## config.mk

```make
export PLATFORM = sky130hd
export DESIGN_NAME = lpd_coef_regs_flat
export DESIGN_NICKNAME = d
export VERILOG_FILES = /design/src/rtl/core/lens_point_distortion_defines.svh /design/src/rtl/core/lpd_pkg.sv /design/src/rtl/core/lpd_ifs.sv /design/src/rtl/core/lpd_coef_regs.sv /design/src/flat_wrapper.sv
export SDC_FILE = /design/constraint.sdc
export NUM_CORES = 1
export LEC_CHECK = 0
export BUFFER_PORTS_ARGS = -buffer_cell sky130_fd_sc_hd__buf_2
export CAP_MARGIN = 20
export CORE_AREA = 2 2 105 107
export DETAILED_ROUTE_END_ITERATION = 8
export DIE_AREA = 0 0 107 109
export PLACE_DENSITY_LB_ADDON = 0.2
export SLEW_MARGIN = 20
export SYNTH_ARGS = -nofsm -noshare
export SYNTH_HDL_FRONTEND = slang
export SYNTH_SLANG_ARGS = --single-unit
```

## constraint.sdc

```tcl
create_clock -name clk -period 1.13 [get_ports clk]
set_clock_uncertainty 0.1 [all_clocks]
set_input_delay 0.226 -clock clk [delete_from_list [all_inputs] [get_ports clk]]
set_output_delay 0.226 -clock clk [all_outputs]
set_load 0.01 [all_outputs]
```

## src/rtl/core/lens_point_distortion_defines.svh

```systemverilog
// assertion macros for the lens point distortion block
`ifndef LENS_POINT_DISTORTION_DEFINES_SVH
`define LENS_POINT_DISTORTION_DEFINES_SVH

`ifndef ASSERT_OFF
`define LPD_ASSERT(lbl, clk, rst, prop) \
  lbl: assert property (@(posedge clk) disable iff (rst) prop) \
    else $error("lens point distortion assertion failed");
`define LPD_ASSERT_NEVER(lbl, clk, rst, expr) \
  lbl: assert property (@(posedge clk) disable iff (rst) !(expr)) \
    else $error("lens point distortion forbidden condition seen");
`else
`define LPD_ASSERT(lbl, clk, rst, prop)
`define LPD_ASSERT_NEVER(lbl, clk, rst, expr)
`endif

`endif

```

## src/rtl/core/lpd_pkg.sv

```systemverilog
// package: formats, widths, register codes and rounding helpers for lens point distortion
`timescale 1ns / 1ps
`default_nettype none

package lpd_pkg;

  localparam int COORD_W = 18;
  localparam int COEF_W  = 24;
  localparam int FRAC_C  = COORD_W - 3;
  localparam int FRAC_K  = COEF_W - 4;
  localparam int CFG_IDX_W = 3;

  localparam int SQ_W    = COORD_W + 3;
  localparam int XY2_W   = COORD_W + 4;
  localparam int R2_W    = COORD_W + 4;
  localparam int AX_W    = COORD_W + 5;
  localparam int R4_W    = COORD_W + 9;
  localparam int R6_W    = COORD_W + 14;
  localparam int K1R2_W  = COORD_W + 7;
  localparam int K2R4_W  = COORD_W + 12;
  localparam int TP_W    = COORD_W + 8;
  localparam int TAN_W   = COORD_W + 9;
  localparam int RAD_W   = COORD_W + 17;
  localparam int OUT_W   = COORD_W + 20;

  typedef enum logic [CFG_IDX_W-1:0] {
    REG_K1 = 3'd0,
    REG_K2 = 3'd1,
    REG_P1 = 3'd2,
    REG_P2 = 3'd3,
    REG_K3 = 3'd4
  } lpd_reg_t;

  typedef struct packed {
    logic signed [COEF_W-1:0] k1;
    logic signed [COEF_W-1:0] k2;
    logic signed [COEF_W-1:0] p1;
    logic signed [COEF_W-1:0] p2;
    logic signed [COEF_W-1:0] k3;
  } lpd_coef_t;

  localparam logic signed [63:0] HALF_C = 64'sd1 <<< (FRAC_C - 1);
  localparam logic signed [63:0] HALF_K = 64'sd1 <<< (FRAC_K - 1);

  // round to nearest, ties away from zero
  function automatic logic signed [63:0] rnd_c(input logic signed [63:0] p);
    logic signed [63:0] t;
    t = p + HALF_C - $signed({63'b0, p[63]});
    return t >>> FRAC_C;
  endfunction

  function automatic logic signed [63:0] rnd_k(input logic signed [63:0] p);
    logic signed [63:0] t;
    t = p + HALF_K - $signed({63'b0, p[63]});
    return t >>> FRAC_K;
  endfunction

endpackage

`default_nettype wire

```

## src/rtl/core/lpd_ifs.sv

```systemverilog
// interfaces: point input, distorted point output and coefficient write channels
`timescale 1ns / 1ps
`default_nettype none


interface lpd_cfg_if;
  logic                                 valid;
  logic                                 ready;
  logic [lpd_pkg::CFG_IDX_W-1:0]        index;
  logic [lpd_pkg::COEF_W-1:0]           data;
  modport source (output valid, output index, output data, input ready);
  modport sink   (input valid, input index, input data, output ready);
endinterface

`default_nettype wire

```

## src/rtl/core/lpd_coef_regs.sv

```systemverilog
// coefficient register file written through the configuration channel
`timescale 1ns / 1ps
`default_nettype none

module lpd_coef_regs (
  input  wire                 clk,
  input  wire                 rst,
  lpd_cfg_if.sink             cfg,
  output lpd_pkg::lpd_coef_t  coef
);
  import lpd_pkg::*;

  assign cfg.ready = 1'b1;

  always_ff @(posedge clk) begin
    if (rst) begin
      coef <= '0;
    end else if (cfg.valid) begin
      unique case (cfg.index)
        REG_K1:  coef.k1 <= cfg.data;
        REG_K2:  coef.k2 <= cfg.data;
        REG_P1:  coef.p1 <= cfg.data;
        REG_P2:  coef.p2 <= cfg.data;
        REG_K3:  coef.k3 <= cfg.data;
        default: ;
      endcase
    end
  end

endmodule

`default_nettype wire

```

## src/flat_wrapper.sv

```systemverilog
// flat-port wrapper written by rule: the top's interface ports become plain ports
module lpd_coef_regs_flat import lpd_pkg::*;
  (clk, rst, coef, cfg_valid, cfg_index, cfg_data, cfg_ready);
  lpd_cfg_if cfg_i ();
  input  wire clk;
  input  wire rst;
  output lpd_pkg::lpd_coef_t coef;
  input wire logic [$bits(cfg_i.valid)-1:0] cfg_valid;
  input wire logic [$bits(cfg_i.index)-1:0] cfg_index;
  input wire logic [$bits(cfg_i.data)-1:0] cfg_data;
  output wire logic [$bits(cfg_i.ready)-1:0] cfg_ready;
  assign cfg_i.valid = cfg_valid;
  assign cfg_i.index = cfg_index;
  assign cfg_i.data = cfg_data;
  assign cfg_ready = cfg_i.ready;
  lpd_coef_regs u_core (.clk(clk), .rst(rst), .cfg(cfg_i), .coef(coef));
endmodule
```

==> results of run 1 <==
[power groups by stage]
stage               logic (mW)  registers [mW]  clock network [mW]
global route             0.963            4.42                5.30
finish                   0.900            4.42                5.03
CTS                      0.870            4.42                5.08
detailed placement       0.717            4.47                   0
floorplan                0.352            4.51                   0
global placement         0.705            4.46                   0
[routing by layer]
metal | global-route usage (%) | vias to the layer above
met5 | 0 | -
met4 | 6.49 | 0
met3 | 8.61 | 14
met2 | 39.4 | 113
met1 | 24.6 | 1824
li1 | - | 1836
[what timing repair did]
action                                  in CTS  in global routing
setup buffers                               16                 26
hold buffers                                12                  0
endpoints found under the setup margin     120                120
endpoints found under the hold margin       36                  0
gates resized for setup                    241                  0
[area by class of cell]
type,instances,share of cell area (%)
Multi-Input combinational cell,272,28.7
Sequential cell,120,33.0
Tap cell,140,2.26
Timing Repair Buffer,231,29.0
Clock inverter,9,1.33
Clock buffer,20,5.76
[kinds of logic after synthesis]
| kind of cell | Yosys count |
|---|---|
| muxes | 120 |
| other | 1 |
| and+or+nand+nor | 151 |
| buffers and inverters | 31 |
| DFF | 120 |
[worst register-to-register path, delay by kind of cell (launching register included)]
kind | cells | cell delay, ps
buffers and inverters | 2 | 240
flip-flops | 1 | 330
multiplexers | 1 | 60
AND/OR/NAND/NOR | 1 | 70
[placed cells by master, fill, tap and decap left out, types with 2 or more instances in the layout]
master | synthesis | routed
dlygate4sd3_1 | 0 | 12
bufinv_16 | 0 | 2
nand4bb_2 | 0 | 2
clkbuf_8 | 0 | 3
nand2b_1 | 144 | 144
dfxtp_2 | 0 | 120
clkinv_2 | 0 | 4
buf_2 | 6 | 29
buf_4 | 8 | 62
mux2i_1 | 120 | 120
buf_6 | 2 | 120
buf_12 | 0 | 8
clkinvlp_4 | 0 | 3
clkbuf_16 | 0 | 16
[final timing paths]
kind,slack [ps],depth (start not counted),start,end
setup / recovery,-160,1,u_core.coef[30],coef[30]
hold reg to reg,380,2,u_core.coef[23],u_core.coef[23]
hold / removal,10,3,cfg_data[2],u_core.coef[74]
setup reg to reg,200,4,u_core.coef[26],u_core.coef[26]
==> flow_summary.toml, run 1 <==
[flow_run]
maxCapViolCount = 0

[die]
initial_core_util_pct = 44.9
core_mm2 = 0.0106
die_h_um = 109
num_io_pins = 151
fp.dieW_um = 107
core.rowCount = 38
die-area_mm2 = 0.0117

[layout]
regArea_mm2 = 0.00255
final_util_pct = 73.0
fillCellCount = 709
fin_cells = 792
layout-drive-gt1-share_pct = 57.1
design_area_mm2 = 0.00774
largestRegisters = "u_core.coef (120)"
nNetsFinal = 672
multi_input_area_mm2 = 0.00222
synthToLayoutAreaGrowth_pct = 62.5
largest_reg_flops = 120
top_register = "u_core.coef"
antenna_cells = 0

[route]
met2WireLength_um = 6460
avgRoutedWirePerCell_um = 16.0
wl_met1_um = 5210
drtIter0Drc = 130
drc_errors = 0
routed_wl_um = 12700
avgViaCountPerCell = 4.78
ant_nets = 0
vias = 3787
routed.top_layer = "met4"
firstDrtPassIters = 4
wl_met3_um = 870

[synthesis]
syn-cell-area_mm2 = 0.00476
yosysMostFrequentCell = "nand2b_1"
synth_mux_area_share_pct = 25.2
ys_ff_latch = 120
synth_top_area_share_pct = 50.4
yosys.area_share.simple_pct = 20.7
synth_area_per_cell_um2 = 11.3
syn_inst = 423
synth_warnings = 0
syn_nets = 453
async_reset_ff_share_pct = 0
yosysUniqueCellTypes = 13
synth-edff-count = 0
synth-xor-area-share_pct = 0
yosys.area.top_type = "dfxtp_1"
synth_top_family_by_area = "multiplexers"
yosys-top-cells-count = "nand2b_1, dfxtp_1, mux2i_1"
synth.area.top_cells = "dfxtp_1, mux2i_1, nand2b_1"
dominantRegCellSynth = "dfxtp_1"
yosysSeqAreaShare_pct = 50.4
yosys.area_share.adder_pct = 0
synth_compound_gate_area_share_pct = 0

[setup_path]
path_buf_inv = 1
crit_chain = "buf_6"
cp_slowest_stage_delay_ps = 350
cp.arrival_ps = 970
crit_type = "reg2out"
cp.required_ps = 800
start_kind = "register"
cpLargestDelayFamily = "flip-flops"
path_max_fanout = 2
setup.worst_path.end_class = "primary output"
slowest_stage = "dfxtp_2"

[power_and_ir_drop]
ir_drop_mv = 0.834
internal_power_mw = 8.06
powerDensity_mw_per_mm2 = 1340
power.share.sequential_pct = 42.7
finalPower_mw = 10.3
p_leak_nw = 3.81
pwr-share-comb_pct = 8.7
p_switching_mw = 2.28
p_sw_share_pct = 22.1
clock_power_share_pct = 48.6

[sta]
layout_setup_ws_ps = -165
period_share_pct = 115
whs_ps = 11.6
slew_viol_final = 0
setup_violations = 120
finalHoldViolations = 0
rsz0062_at_grt = "true"
fmax_mhz = 772
period_needed_ps = 1290
finalSetupTns_ps = -17220

[placed_design]
placed_area_mm2 = 0.00585
place_inst = 709
dp_hpwl_um = 8120
gp_congestion = 0.738
port-buffer-count = 149
place_ws_ps = -284

[grt]
grt_pass1_vias = 3982
grt_antenna_before_repair = 0
grt_overflow_total = 0
grt_usage_pct = 22.1
grt_max_degree = 29
grt_pass1_wl_um = 19900

[cts]
clockRootBuffer = "clkbuf_8"
insertion_delay_ps = 510
cts_tree = "done"
cts.sinks = 120
cts_buffer_depth = 2
htree_levels = 4
cts_buffers = 17
path_clk_slew_ps = 60

[outcome]
violations = "negative setup slack"
status = "complete, but fails checks"

[min_path]
hold_path_class = "in2reg"
No activity file was read; power rests on OpenSTA's default activity.
==> run 2, diff against run 1 <==
Settings changed: GPL_TIMING_DRIVEN set to 0, PLACE_DENSITY_LB_ADDON 0.2 to 0.15, SKIP_CTS_REPAIR_TIMING set to 1.
==> flow_summary.toml, run 2 (same netlist as run 1, synthesis figures left out) <==
[layout]
largest_reg_flops = 120
final_cell_mix = "nand2b_1, buf_6, mux2i_1, dfxtp_2, buf_4"
synthToLayoutAreaGrowth_pct = 56.1
fillCellCount = 763
design_area_mm2 = 0.00744
multi_input_area_mm2 = 0.00220
mostFrequentLayoutCell = "nand2b_1"
regArea_mm2 = 0.00255
largestRegisters = "u_core.coef (120)"
nNetsFinal = 648
layout-drive-gt1-share_pct = 55.6
antenna_cells = 0
top_register = "u_core.coef"

[sta]
slew_viol_final = 0
finalSetupTns_ps = -16550
period_needed_ps = 1290
rsz0062_at_grt = "true"
layout_setup_ws_ps = -155
period_share_pct = 114
finalHoldViolations = 0
fmax_mhz = 778
setup_violations = 120

[cts]
insertion_delay_ps = 500
cts_tree = "done"
htree_levels = 4
clockRootBuffer = "clkbuf_8"
cts_buffer_depth = 2
cts.sinks = 120
path_clk_slew_ps = 60
cts_buffers = 17

[setup_path]
cp.required_ps = 800
cp_slowest_stage_delay_ps = 350
setup.worst_path.end_class = "primary output"
slowest_stage = "dfxtp_2"
worstSetupStartpoint = "u_core.coef[29]"
reg2reg_slack_ps = 260
path_buf_inv = 1
r2r-end = "u_core.coef[105]"
path_max_fanout = 2
crit_type = "reg2out"
start_kind = "register"
crit-reg2reg-launch = "u_core.coef[105]"
cp.arrival_ps = 960
crit_chain = "buf_6"
cpLargestDelayFamily = "flip-flops"
rr_worst_depth = 3

[route]
routed.top_layer = "met4"
vias = 3648
avgRoutedWirePerCell_um = 16.5
wl_met3_um = 784
routed_wl_um = 12700
met2WireLength_um = 6540
drtIter0Drc = 92
firstDrtPassIters = 4
avgViaCountPerCell = 4.73
ant_nets = 0
wl_met1_um = 5230
drc_errors = 0

[die]
core_mm2 = 0.0106
num_io_pins = 151
fp.dieW_um = 107
die-area_mm2 = 0.0117
initial_core_util_pct = 44.9
core.rowCount = 38
die_h_um = 109

[grt]
grt_pass1_wl_um = 18900
grt_pass1_vias = 3618
grt_max_degree = 17
grt_antenna_before_repair = 0
grt_overflow_total = 0
grt_usage_pct = 21.2

[placed_design]
gp_congestion = 0.774
dp_hpwl_um = 8470
port-buffer-count = 148
placed_area_mm2 = 0.00569

[min_path]
min_from = "cfg_data[3]"
min_to = "u_core.coef[51]"
hold_path_class = "in2reg"
hold_depth = 3

[power_and_ir_drop]
powerDensity_mw_per_mm2 = 1470
finalPower_mw = 10.9
ir_drop_mv = 0.794
p_leak_nw = 3.65

[flow_run]
maxCapViolCount = 0

[outcome]
status = "complete, but fails checks"
violations = "negative setup slack"
-- run 2: cell types whose count changed in the layout (fill, tap and decap cells not counted), sizes merged --
cell / before / now
clkinvlp: 3 / 1
buf: 219 / 192
dlygate4sd3: 12 / 0
clkinv: 4 / 6
bufinv: 2 / 5
clkbuf: 20 / 35
-- run 2: how the worst max path moves through the flow --
stage	to	slack, ps	depth (start not counted)
global placement	u_core.coef[6]	-440	5
detailed placement	u_core.coef[3]	-500	5
CTS	coef[38]	-230	1
finish	coef[29]	-160	1
global route	coef[81]	-200	1
floorplan	u_core.coef[112]	-100	3
-- run 2: layout make-up --
class	instances	share of cell area, %
plain buffers	31	2.39
multi-input cells	272	29.5
clock inverters	12	2.67
repair buffers	176	22.9
well taps	140	2.36
clock buffers	20	5.85
flip-flops and latches	120	34.3
-- run 2: where the power goes --
group / leakage, nW / internal [mW] / switching (mW)
Clock: 0.309 / 3.86 / 1.87
Combinational: 2.31 / 0.432 / 0.366
Sequential: 1.03 / 4.35 / 0.0717
-- run 2: layer usage --
metal	global-route usage [%]	up-vias
met5	0	-
met4	7.42	0
met1	25.5	1721
met2	35.8	114
li1	-	1796
met3	6.99	17
-- run 2: stage by stage --
step           setup slack (ps)  cells  hold WS [ps]  utilization (%)
2_1_floorplan              -101    423           330                -
5_1_grt                    -195    771          9.03             70.1
3_3_place_gp               -437    711           356             53.6
4_1_cts                    -227    743         -8.63             59.6
6_report                   -155    771          1.65             70.1
3_5_place_dp               -504    711           361             53.6
